===== src/rtl/ktb_pkg.sv =====
// shared types and constants for the keyed token bucket limiter
// used by the top level, the table and the divider; depends on nothing
package ktb_pkg;

    localparam int KEY_W        = 32;
    localparam int TIME_W       = 32;
    localparam int TOK_W        = 32;
    localparam int BURST_W      = 16;
    localparam int RATE_W       = 16;
    localparam int STEP_W       = 23;
    localparam int RETRY_W      = 17;
    localparam int PROD_W       = TIME_W + STEP_W;
    localparam int DIV_W        = 32;
    localparam int DVSR_W       = STEP_W;
    localparam int DCNT_W       = 6;
    localparam int STEP_RECIP_W = 30;
    localparam int STEP_PROD_W  = RATE_W + STEP_RECIP_W;
    localparam int STEP_SHIFT   = 23;
    localparam int CFG_IDX_W    = 2;
    localparam int CFG_DATA_W   = 16;
    localparam int S_DATA_W     = 64;
    localparam int M_DATA_W     = 24;

    localparam logic [CFG_IDX_W-1:0] REG_ENABLE = 2'd0;
    localparam logic [CFG_IDX_W-1:0] REG_BURST  = 2'd1;
    localparam logic [CFG_IDX_W-1:0] REG_RATE   = 2'd2;

    localparam logic [TOK_W-1:0]  TOKEN_ONE = 32'h0001_0000;
    localparam logic [TIME_W-1:0] TIME_MAX  = 32'hFFFF_FFFF;
    localparam logic [9:0]        MS_PER_S  = 10'd1000;

    // ceil(2^39 / 1000); (rate * STEP_RECIP) >> 23 is rate * 65536 / 1000 rounded down
    // for every 16-bit rate; the product's error stays below 1/128 of a unit
    localparam logic [STEP_RECIP_W-1:0] STEP_RECIP = 30'd549755814;

    localparam logic [DCNT_W-1:0] RETRY_DIV_BITS = 6'd23;

    typedef enum logic [3:0] {
        ST_IDLE,
        ST_SCAN,
        ST_SEL,
        ST_MUL,
        ST_SAT,
        ST_SPEND,
        ST_RDIV,
        ST_RESP
    } state_t;

    typedef struct packed {
        logic [KEY_W-1:0]  key;
        logic [TOK_W-1:0]  tokens;
        logic [TIME_W-1:0] stamp;
    } entry_t;

    typedef struct packed {
        logic              start;
        logic [DIV_W-1:0]  dividend;
        logic [DVSR_W-1:0] divisor;
        logic [DCNT_W-1:0] steps;
    } div_req_t;

    typedef struct packed {
        logic             done;
        logic [DIV_W-1:0] quotient;
    } div_rsp_t;

endpackage


===== src/rtl/keyed_token_bucket_limiter_unit.sv =====
// top level of the keyed token bucket limiter: sequencer, config and output stage
// depends on ktb_pkg, ktb_table and ktb_divider
//
// One word in is one request (client key, millisecond time) and gives one word
// out (allowed, retry delay in ms). The block handles one request at a time and
// drops s_tready from acceptance until the result is handed to the output
// register. A limited request walks the whole bucket table through its single
// read port, one entry a cycle, then goes through slot choice, the elapsed-time
// multiply, the saturating refill and the spend with write-back. A denied
// request adds the 23-step serial divide for the retry delay. A busy output
// register adds the cycles it waits on m_tready. With limiting off (enable 0,
// burst 0 or rate 0) a request goes straight to the output register and the
// table is not touched. The per-ms refill step is formed from the rate
// register by a reciprocal multiply and registered in step_reg. Any write to a
// known register clears the table at once.
module keyed_token_bucket_limiter_unit #(
    parameter int  ENTRIES = 16,
    localparam int IDX_W   = (ENTRIES > 1) ? $clog2(ENTRIES) : 1,
    localparam int CNT_W   = $clog2(ENTRIES + 1)
) (
    input  logic                             aclk,
    input  logic                             aresetn,
    // request word
    input  logic                             s_tvalid,
    output logic                             s_tready,
    input  logic [ktb_pkg::S_DATA_W-1:0]     s_tdata,   // client_key[31:0], time_ms[63:32]
    // result word
    output logic                             m_tvalid,
    input  logic                             m_tready,
    output logic [ktb_pkg::M_DATA_W-1:0]     m_tdata,   // allowed[0], retry_after[17:1], zeros
    // config write port
    input  logic                             cfg_wr_en,
    input  logic [ktb_pkg::CFG_IDX_W-1:0]    cfg_wr_index,
    input  logic [ktb_pkg::CFG_DATA_W-1:0]   cfg_wr_data
);

    ktb_pkg::state_t state_reg, state_next;

    // configuration
    logic                           enable_reg;
    logic [ktb_pkg::BURST_W-1:0]    burst_reg;
    logic [ktb_pkg::RATE_W-1:0]     rate_reg;
    logic [ktb_pkg::STEP_W-1:0]     step_reg;
    logic [ktb_pkg::STEP_PROD_W-1:0] step_prod;
    logic [ktb_pkg::STEP_W-1:0]     step_calc;
    logic                           cfg_known;
    logic                           limiter_off;
    logic [ktb_pkg::TOK_W-1:0]      cap;

    // request held during processing
    logic [ktb_pkg::KEY_W-1:0]    key_reg;
    logic [ktb_pkg::TIME_W-1:0]   now_reg;

    // table walk
    logic [CNT_W-1:0]             issue_cnt_reg;
    logic                         issue_more;
    logic                         cmp_valid_reg;
    logic [IDX_W-1:0]             cmp_idx_reg;
    logic                         hit_reg;
    logic [IDX_W-1:0]             hit_idx_reg;
    logic [ktb_pkg::TOK_W-1:0]    hit_tokens_reg;
    logic [ktb_pkg::TIME_W-1:0]   hit_time_reg;
    logic                         free_reg;
    logic [IDX_W-1:0]             free_idx_reg;
    logic [IDX_W-1:0]             old_idx_reg;
    logic [ktb_pkg::TIME_W-1:0]   old_time_reg;

    // bucket arithmetic
    logic [IDX_W-1:0]             slot_reg;
    logic [ktb_pkg::TIME_W-1:0]   delta_reg;
    logic [ktb_pkg::TOK_W-1:0]    tokens_reg;
    logic [ktb_pkg::PROD_W-1:0]   prod_reg;
    logic [ktb_pkg::PROD_W:0]     refill_sum;
    logic                         can_spend;
    logic [ktb_pkg::TOK_W-1:0]    need;
    logic [ktb_pkg::TOK_W-1:0]    need_round;

    // result staging and output register
    logic                         allowed_reg;
    logic [ktb_pkg::RETRY_W-1:0]  retry_reg;
    logic                         m_tvalid_reg;
    logic                         m_allowed_reg;
    logic [ktb_pkg::RETRY_W-1:0]  m_retry_reg;
    logic                         out_load;

    // submodule links
    logic                         accept;
    logic [IDX_W-1:0]             rd_addr;
    ktb_pkg::entry_t              rd_entry;
    logic                         rd_used;
    logic                         wr_en;
    ktb_pkg::entry_t              wr_entry;
    ktb_pkg::div_req_t            div_req;
    ktb_pkg::div_rsp_t            div_rsp;

    assign cfg_known   = cfg_wr_en && (cfg_wr_index inside
                         {ktb_pkg::REG_ENABLE, ktb_pkg::REG_BURST, ktb_pkg::REG_RATE});
    assign limiter_off = !enable_reg || (burst_reg == '0) || (rate_reg == '0);
    assign cap         = {burst_reg, 16'd0};
    assign accept      = s_tvalid && s_tready;
    assign issue_more  = issue_cnt_reg < CNT_W'(ENTRIES);
    assign refill_sum  = (ktb_pkg::PROD_W+1)'(tokens_reg) + (ktb_pkg::PROD_W+1)'(prod_reg);
    assign can_spend   = tokens_reg >= ktb_pkg::TOKEN_ONE;
    assign need        = ktb_pkg::TOKEN_ONE - tokens_reg;
    // ceiling divide: missing tokens plus step minus one, fits in 23 bits
    assign need_round  = need + ktb_pkg::TOK_W'(step_reg) - 1'b1;
    assign out_load    = (state_reg == ktb_pkg::ST_RESP) && (!m_tvalid_reg || m_tready);

    // refill step in Q16 per ms: rate * 65536 / 1000 by reciprocal multiply
    assign step_prod   = ktb_pkg::STEP_PROD_W'(rate_reg)
                         * ktb_pkg::STEP_PROD_W'(ktb_pkg::STEP_RECIP);
    assign step_calc   = step_prod[ktb_pkg::STEP_SHIFT +: ktb_pkg::STEP_W];

    ktb_table #(
        .ENTRIES (ENTRIES)
    ) u_table (
        .aclk     (aclk),
        .aresetn  (aresetn),
        .clear    (cfg_known),
        .rd_addr  (rd_addr),
        .rd_entry (rd_entry),
        .rd_used  (rd_used),
        .wr_en    (wr_en),
        .wr_addr  (slot_reg),
        .wr_entry (wr_entry)
    );

    ktb_divider u_div (
        .aclk    (aclk),
        .aresetn (aresetn),
        .req     (div_req),
        .rsp     (div_rsp)
    );

    // configuration registers
    always_ff @(posedge aclk) begin
        if (!aresetn) begin
            enable_reg <= 1'b0;
            burst_reg  <= '0;
            rate_reg   <= '0;
        end else if (cfg_wr_en) begin
            unique case (cfg_wr_index)
                ktb_pkg::REG_ENABLE: enable_reg <= cfg_wr_data[0];
                ktb_pkg::REG_BURST:  burst_reg  <= cfg_wr_data;
                ktb_pkg::REG_RATE:   rate_reg   <= cfg_wr_data;
                default: ;
            endcase
        end
    end

    // step follows the rate register in the next cycle
    always_ff @(posedge aclk) begin
        // step is at least one Q16 unit per ms
        step_reg <= (step_calc == '0) ? ktb_pkg::STEP_W'(1) : step_calc;
    end

    // next state
    always_comb begin
        state_next = state_reg;
        unique case (state_reg)
            ktb_pkg::ST_IDLE: begin
                if (accept) begin
                    state_next = limiter_off ? ktb_pkg::ST_RESP : ktb_pkg::ST_SCAN;
                end
            end
            ktb_pkg::ST_SCAN: begin
                // last entry is being compared this cycle
                if (!issue_more && cmp_valid_reg) begin
                    state_next = ktb_pkg::ST_SEL;
                end
            end
            ktb_pkg::ST_SEL:   state_next = ktb_pkg::ST_MUL;
            ktb_pkg::ST_MUL:   state_next = ktb_pkg::ST_SAT;
            ktb_pkg::ST_SAT:   state_next = ktb_pkg::ST_SPEND;
            ktb_pkg::ST_SPEND: state_next = can_spend ? ktb_pkg::ST_RESP : ktb_pkg::ST_RDIV;
            ktb_pkg::ST_RDIV: begin
                if (div_rsp.done) begin
                    state_next = ktb_pkg::ST_RESP;
                end
            end
            ktb_pkg::ST_RESP: begin
                if (!m_tvalid_reg || m_tready) begin
                    state_next = ktb_pkg::ST_IDLE;
                end
            end
            default: state_next = ktb_pkg::ST_IDLE;
        endcase
    end

    always_ff @(posedge aclk) begin
        if (!aresetn) begin
            state_reg <= ktb_pkg::ST_IDLE;
        end else begin
            state_reg <= state_next;
        end
    end

    // sequencer outputs
    always_comb begin
        s_tready         = 1'b0;
        rd_addr          = issue_cnt_reg[IDX_W-1:0];
        wr_en            = 1'b0;
        wr_entry.key     = key_reg;
        wr_entry.tokens  = can_spend ? tokens_reg - ktb_pkg::TOKEN_ONE : tokens_reg;
        wr_entry.stamp   = now_reg;
        div_req.start    = 1'b0;
        div_req.dividend = {need_round[ktb_pkg::STEP_W-1:0],
                            (ktb_pkg::DIV_W-ktb_pkg::STEP_W)'(0)};
        div_req.divisor  = ktb_pkg::DVSR_W'(step_reg);
        div_req.steps    = ktb_pkg::RETRY_DIV_BITS;
        unique case (state_reg)
            ktb_pkg::ST_IDLE: begin
                s_tready = 1'b1;
            end
            ktb_pkg::ST_SPEND: begin
                wr_en         = 1'b1;
                div_req.start = !can_spend;
            end
            default: ;
        endcase
    end

    // walk control
    always_ff @(posedge aclk) begin
        if (!aresetn) begin
            cmp_valid_reg <= 1'b0;
        end else begin
            cmp_valid_reg <= (state_reg == ktb_pkg::ST_SCAN) && issue_more;
        end
    end

    // request capture, table walk and bucket arithmetic
    always_ff @(posedge aclk) begin
        case (state_reg)
            ktb_pkg::ST_IDLE: begin
                key_reg       <= s_tdata[ktb_pkg::KEY_W-1:0];
                now_reg       <= s_tdata[ktb_pkg::KEY_W +: ktb_pkg::TIME_W];
                issue_cnt_reg <= '0;
                hit_reg       <= 1'b0;
                free_reg      <= 1'b0;
                old_idx_reg   <= '0;
                old_time_reg  <= ktb_pkg::TIME_MAX;
                allowed_reg   <= 1'b1;
                retry_reg     <= '0;
            end
            ktb_pkg::ST_SCAN: begin
                if (issue_more) begin
                    issue_cnt_reg <= issue_cnt_reg + 1'b1;
                end
                cmp_idx_reg <= issue_cnt_reg[IDX_W-1:0];
                if (cmp_valid_reg) begin
                    if (!rd_used) begin
                        // lowest free slot
                        if (!free_reg) begin
                            free_reg     <= 1'b1;
                            free_idx_reg <= cmp_idx_reg;
                        end
                    end else begin
                        if (!hit_reg && rd_entry.key == key_reg) begin
                            hit_reg        <= 1'b1;
                            hit_idx_reg    <= cmp_idx_reg;
                            hit_tokens_reg <= rd_entry.tokens;
                            hit_time_reg   <= rd_entry.stamp;
                        end
                        // oldest stamp, lowest index on ties
                        if (rd_entry.stamp < old_time_reg) begin
                            old_time_reg <= rd_entry.stamp;
                            old_idx_reg  <= cmp_idx_reg;
                        end
                    end
                end
            end
            ktb_pkg::ST_SEL: begin
                // a fresh bucket starts full with zero elapsed time
                slot_reg   <= hit_reg ? hit_idx_reg : (free_reg ? free_idx_reg : old_idx_reg);
                tokens_reg <= hit_reg ? hit_tokens_reg : cap;
                delta_reg  <= hit_reg ? now_reg - hit_time_reg : '0;
            end
            ktb_pkg::ST_MUL: begin
                prod_reg <= ktb_pkg::PROD_W'(delta_reg) * ktb_pkg::PROD_W'(step_reg);
            end
            ktb_pkg::ST_SAT: begin
                tokens_reg <= (refill_sum > (ktb_pkg::PROD_W+1)'(cap))
                              ? cap : refill_sum[ktb_pkg::TOK_W-1:0];
            end
            ktb_pkg::ST_SPEND: begin
                allowed_reg <= can_spend;
            end
            ktb_pkg::ST_RDIV: begin
                if (div_rsp.done) begin
                    retry_reg <= div_rsp.quotient[ktb_pkg::RETRY_W-1:0];
                end
            end
            default: ;
        endcase
    end

    // output register
    always_ff @(posedge aclk) begin
        if (!aresetn) begin
            m_tvalid_reg <= 1'b0;
        end else if (out_load) begin
            m_tvalid_reg <= 1'b1;
        end else if (m_tready) begin
            m_tvalid_reg <= 1'b0;
        end
    end

    always_ff @(posedge aclk) begin
        if (out_load) begin
            m_allowed_reg <= allowed_reg;
            m_retry_reg   <= retry_reg;
        end
    end

    assign m_tvalid = m_tvalid_reg;
    assign m_tdata  = {(ktb_pkg::M_DATA_W-ktb_pkg::RETRY_W-1)'(0), m_retry_reg, m_allowed_reg};

endmodule


===== src/rtl/ktb_divider.sv =====
// serial restoring divider, one quotient bit per cycle
// depends on ktb_pkg; the caller left-aligns the dividend bits to process
module ktb_divider (
    input  logic              aclk,
    input  logic              aresetn,
    input  ktb_pkg::div_req_t req,
    output ktb_pkg::div_rsp_t rsp
);

    logic [ktb_pkg::DIV_W-1:0]  num_reg;
    logic [ktb_pkg::DVSR_W-1:0] rem_reg;
    logic [ktb_pkg::DVSR_W-1:0] dvsr_reg;
    logic [ktb_pkg::DIV_W-1:0]  quot_reg;
    logic [ktb_pkg::DCNT_W-1:0] cnt_reg;
    logic                       run_reg;
    logic                       done_reg;

    logic [ktb_pkg::DVSR_W:0]   trial;
    logic [ktb_pkg::DVSR_W:0]   diff;
    logic                       ge;
    logic [ktb_pkg::DVSR_W-1:0] rem_next;
    logic [ktb_pkg::DIV_W-1:0]  quot_next;

    assign trial     = {rem_reg, num_reg[ktb_pkg::DIV_W-1]};
    assign ge        = trial >= {1'b0, dvsr_reg};
    assign diff      = trial - {1'b0, dvsr_reg};
    assign rem_next  = ge ? diff[ktb_pkg::DVSR_W-1:0] : trial[ktb_pkg::DVSR_W-1:0];
    assign quot_next = {quot_reg[ktb_pkg::DIV_W-2:0], ge};

    always_ff @(posedge aclk) begin
        if (!aresetn) begin
            run_reg  <= 1'b0;
            done_reg <= 1'b0;
            cnt_reg  <= '0;
        end else begin
            done_reg <= 1'b0;
            if (req.start) begin
                run_reg <= 1'b1;
                cnt_reg <= req.steps;
            end else if (run_reg) begin
                cnt_reg <= cnt_reg - 1'b1;
                if (cnt_reg == ktb_pkg::DCNT_W'(1)) begin
                    run_reg  <= 1'b0;
                    done_reg <= 1'b1;
                end
            end
        end
    end

    always_ff @(posedge aclk) begin
        if (req.start) begin
            num_reg  <= req.dividend;
            rem_reg  <= '0;
            dvsr_reg <= req.divisor;
            quot_reg <= '0;
        end else if (run_reg) begin
            num_reg  <= {num_reg[ktb_pkg::DIV_W-2:0], 1'b0};
            rem_reg  <= rem_next;
            quot_reg <= quot_next;
        end
    end

    assign rsp.done     = done_reg;
    assign rsp.quotient = quot_reg;

endmodule


===== src/rtl/ktb_table.sv =====
// bucket table: key, token count and stamp memory plus per-entry used bits
// depends on ktb_pkg; one registered read port, one write port
module ktb_table #(
    parameter int  ENTRIES = 16,
    localparam int IDX_W   = (ENTRIES > 1) ? $clog2(ENTRIES) : 1
) (
    input  logic                aclk,
    input  logic                aresetn,
    input  logic                clear,
    input  logic [IDX_W-1:0]    rd_addr,
    output ktb_pkg::entry_t     rd_entry,
    output logic                rd_used,
    input  logic                wr_en,
    input  logic [IDX_W-1:0]    wr_addr,
    input  ktb_pkg::entry_t     wr_entry
);

    ktb_pkg::entry_t    mem [ENTRIES];
    ktb_pkg::entry_t    rd_entry_reg;
    logic               rd_used_reg;
    logic [ENTRIES-1:0] used_reg;

    always_ff @(posedge aclk) begin
        if (wr_en) begin
            mem[wr_addr] <= wr_entry;
        end
        rd_entry_reg <= mem[rd_addr];
        rd_used_reg  <= used_reg[rd_addr];
    end

    // used bits clear at once on reset or any write to a known register
    always_ff @(posedge aclk) begin
        if (!aresetn || clear) begin
            used_reg <= '0;
        end else if (wr_en) begin
            used_reg[wr_addr] <= 1'b1;
        end
    end

    assign rd_entry = rd_entry_reg;
    assign rd_used  = rd_used_reg;

endmodule


===== config.mk =====
export PLATFORM = sky130hd
export DESIGN_NAME = keyed_token_bucket_limiter_unit
export DESIGN_NICKNAME = d
export VERILOG_FILES = /design/src/rtl/ktb_pkg.sv /design/src/rtl/keyed_token_bucket_limiter_unit.sv /design/src/rtl/ktb_divider.sv /design/src/rtl/ktb_table.sv
export SDC_FILE = /design/constraint.sdc
export NUM_CORES = 2
export LEC_CHECK = 0
export BUFFER_PORTS_ARGS = -buffer_cell sky130_fd_sc_hd__buf_2
export CELL_PAD_IN_SITES_DETAIL_PLACEMENT = 1
export CELL_PAD_IN_SITES_GLOBAL_PLACEMENT = 2
export CORE_ASPECT_RATIO = 0.5
export CORE_MARGIN = 2
export CORE_UTILIZATION = 45
export DETAILED_ROUTE_END_ITERATION = 7
export PLACE_DENSITY = 0.73
export SKIP_CTS_REPAIR_TIMING = 1
export SLEW_MARGIN = 10
export SYNTH_ARGS = -nofsm -noshare
export SYNTH_HDL_FRONTEND = slang
export SYNTH_SLANG_ARGS = --single-unit
export TNS_END_PERCENT = 100

===== constraint.sdc =====
create_clock -name aclk -period 9.76 [get_ports aclk]
set_input_delay 1.464 -clock aclk [delete_from_list [all_inputs] [get_ports aclk]]
set_output_delay 1.464 -clock aclk [all_outputs]
set_load 0.01 [all_outputs]

==> reports/metrics.yaml <==
timing:
  fin_skew_ns: 0.1243
  slew-limit-headroom_pct: 16.61
  fmax_ghz: 0.1137
  setup_tns_ns: 0
  timing.final.max_slew_violations: 0
  hold_violations: 0
  final.period_utilization_pct: 90.09
  setup_viol: 0
  fin_crit_ns: 8.793
  worst_pin_slew_ns: 1.242
  rsz0062_at_grt: "no"
critical_path:
  rr_worst_depth: 25
  worstSetupEndpointType: "flip-flop"
  reg2reg_slack_ns: 0.97
  path_max_fanout: 20
  reg2reg_from: "step_reg[8]$_SDFF_PN0_"
  crit_arrival_ns: 9.35
  r2r_end: "prod_reg[46]$_DFFE_PN_"
  max_stage_delay_ns: 1.03
  crit_family: "adder cells"
  path_buf_inv: 4
  worstSetupStartpointType: "flip-flop"
  cp_common_cell: "fa_1"
  critPathRequiredTime_ns: 10.32
  slowest_stage: "dfxtp_1"
  crit_type: "flip-flop to flip-flop"
power_and_ir_drop:
  p_total_mw: 48.16
  ir_worst_vdd_uv: 744.0
  leakage_nw: 48.20
  powerDensity_nw_per_um2: 379.9
placement:
  portBuffers: 106
  dpl.hpwl_um: 203700
  place.gp.congestion: 0.8434
outcome:
  status: "completed"
cts:
  cts.reportedPaths.clkPinSlew_ns: 0.07
  cts_made_buffers: 198
  h-tree-depth: 4
  clockBufferDepth: 4
  cts_tree: "built"
  clk_latency_ns: 0.90
  cts.sinks: 2146
  root_buffer: "clkbuf_16"
routing:
  via_per_inst: 5.598
  via_count: 64975
  drtIter0Drc: 5338
  routed_wl_um: 311400
  ant_nets: 0
  wl_per_cell_um: 26.83
  firstDrtPassIters: 5
  drc: 0
synth:
  yosys.area.top_type: "edfxtp_1"
  ys_warn_count: 0
  synth_area_um2: 115500
  synth.yosys.seq_area_share_pct: 53.88
  synthFlopType: "edfxtp_1"
  syn_avg_cell_area_um2: 14.54
  synth_cell_types: 87
  synth_edf_count: 1924
  yosysMostFrequentCell: "edfxtp_1"
  synth_area_leaders: "edfxtp_1, fa_1, mux4_2, ha_1, dfxtp_1"
  ys_ff_latch: 2146
  netlist_instances: 7942
  netlist.area_leader.share_pct: 50.03
  async_reset_ff_share_pct: 0
  synth_common_cells: "edfxtp_1, inv_1, fa_1"
floorplanning:
  core-area_um2: 255000
  io_pins: 113
  fp.dieArea_um2: 260900
  dieHeight_um: 362.2
  start_util_pct: 45.28
  core.rowCount: 131
  die_x_um: 720.4
layout:
  fillers: 24744
  area_growth_pct: 9.785
  largest_reg_flops: 1536
  drive_gt1_share_pct: 13.31
  fin_util_pct: 49.71
  finish.net_count: 9427
global_routing:
  grt_usage_pct: 24.14
  grt.overflow.total: 0
  grt_pass1_wl_um: 469000
  grt_pass1_vias: 70162
  antenna_found_initial: 13
  grt_max_degree: 141
flow_run:
  max_cap_violations: 0
worst_hold_path:
  hold_end: "m_retry_reg[13]$_DFFE_PP_"
  hold_start: "retry_reg[13]$_SDFFCE_PN0P_"
  holdPathStages: 0
  hold_path_class: "flip-flop to flip-flop"
[how the worst max path moves through the flow]
| stage | start | end | slack, ns | cells after the start |
|---|---|---|---|---|
| 4_1_cts | step_reg[8]$_SDFF_PN0_ | prod_reg[46]$_DFFE_PN_ | 0.95 | 25 |
| 6_report | step_reg[8]$_SDFF_PN0_ | prod_reg[46]$_DFFE_PN_ | 0.97 | 25 |
| 2_1_floorplan | state_reg[2]$_SDFFE_PN0P_ | u_table.mem[0][0]$_DFFE_PP_ | 1.29 | 5 |
| 5_1_grt | step_reg[8]$_SDFF_PN0_ | prod_reg[46]$_DFFE_PN_ | 0.54 | 22 |
| 3_5_place_dp | step_reg[8]$_SDFF_PN0_ | prod_reg[46]$_DFFE_PN_ | 1.03 | 22 |
| 3_3_place_gp | step_reg[8]$_SDFF_PN0_ | prod_reg[46]$_DFFE_PN_ | 1.02 | 25 |
[kinds of logic after synthesis]
kind of cell             synth area share (%)
AO/OA/AOI/OAI                           4.034
XOR/XNOR                                1.578
adder cells (fa/ha/maj)                 18.84
buffers and inverters                   4.505
flip-flops                              53.88
multiplexers                            9.851
other                                0.003247
AND/OR/NAND/NOR                         7.308
[metal layers]
layer	up-vias	track usage, %	wire length [µm]
met1	34693	35.88	145000
li1	28411	-	-
met5	-	0	0
met4	0	4.098	5197
met2	1563	39.24	146700
met3	308	2.527	14570
[worst register-to-register path, delay by kind of cell, from the launching register on]
kind / cells / cell delay (ns)
flops: 1 / 1.03
simple gates: 3 / 0.55
fa+ha+maj: 8 / 3.99
buf+inv: 4 / 0.67
compound gates: 10 / 2.30
[metrics by stage]
stage	cell area, µm²	cells	setup WS [ns]	hold slack, ns
floorplan	115500	7947	1.290	0.3855
global placement	120300	11243	1.015	0.3856
detailed placement	120300	11243	1.030	0.3902
CTS	126700	11600	0.9533	0.3829
global route	126800	11603	0.5356	0.4033
finish	126800	11607	0.9675	0.3928
[final cells by class]
type / instances / area [µm²] / area share [%]
inverter: 1034 / 3884 / 3.063
multi-input combinational: 4427 / 48290 / 38.09
clock inverter: 99 / 980.9 / 0.7737
tap: 3391 / 4243 / 3.347
clock buffer: 258 / 5421 / 4.276
sequential: 2146 / 62220 / 49.08
timing repair buffer: 245 / 1724 / 1.360
antenna: 7 / 17.52 / 0.01382
[power breakdown]
group / internal, mW / switching (mW) / total [mW]
Clock: 4.33 / 3.54 / 7.87
Combinational: 10.4 / 15.7 / 26.1
Sequential: 12.6 / 1.55 / 14.2
Total: 27.3 / 20.8 / 48.2
[cell usage in the layout, fill, tap and decap left out, types with 33 or more instances in the layout]
master     netlist  layout
xor2_1          89      89
a211oi_1        39      39
nand4_1         54      54
xnor2_1        119     113
nor2b_1         34      33
edfxtp_1      1924    1924
clkbuf_1       289      37
ha_1           536     536
a21o_1          83      83
a21oi_1        165     163
and2_1         357     357
clkbuf_16        0     199
buf_4            8     127
nor2_1         241     225
inv_1         1034    1031
dfxtp_1        222     218
o21ai_0        135     135
nor3_1          49      45
or3_1           35      35
fa_1           752     752
nand3_1         60      60
nand2_1        651     651
mux4_2         485     485
a21boi_0        45      45
mux2i_1         43      43
nand2b_1        78      77
buf_2           12     106
Power figures use the tool's default switching activity.
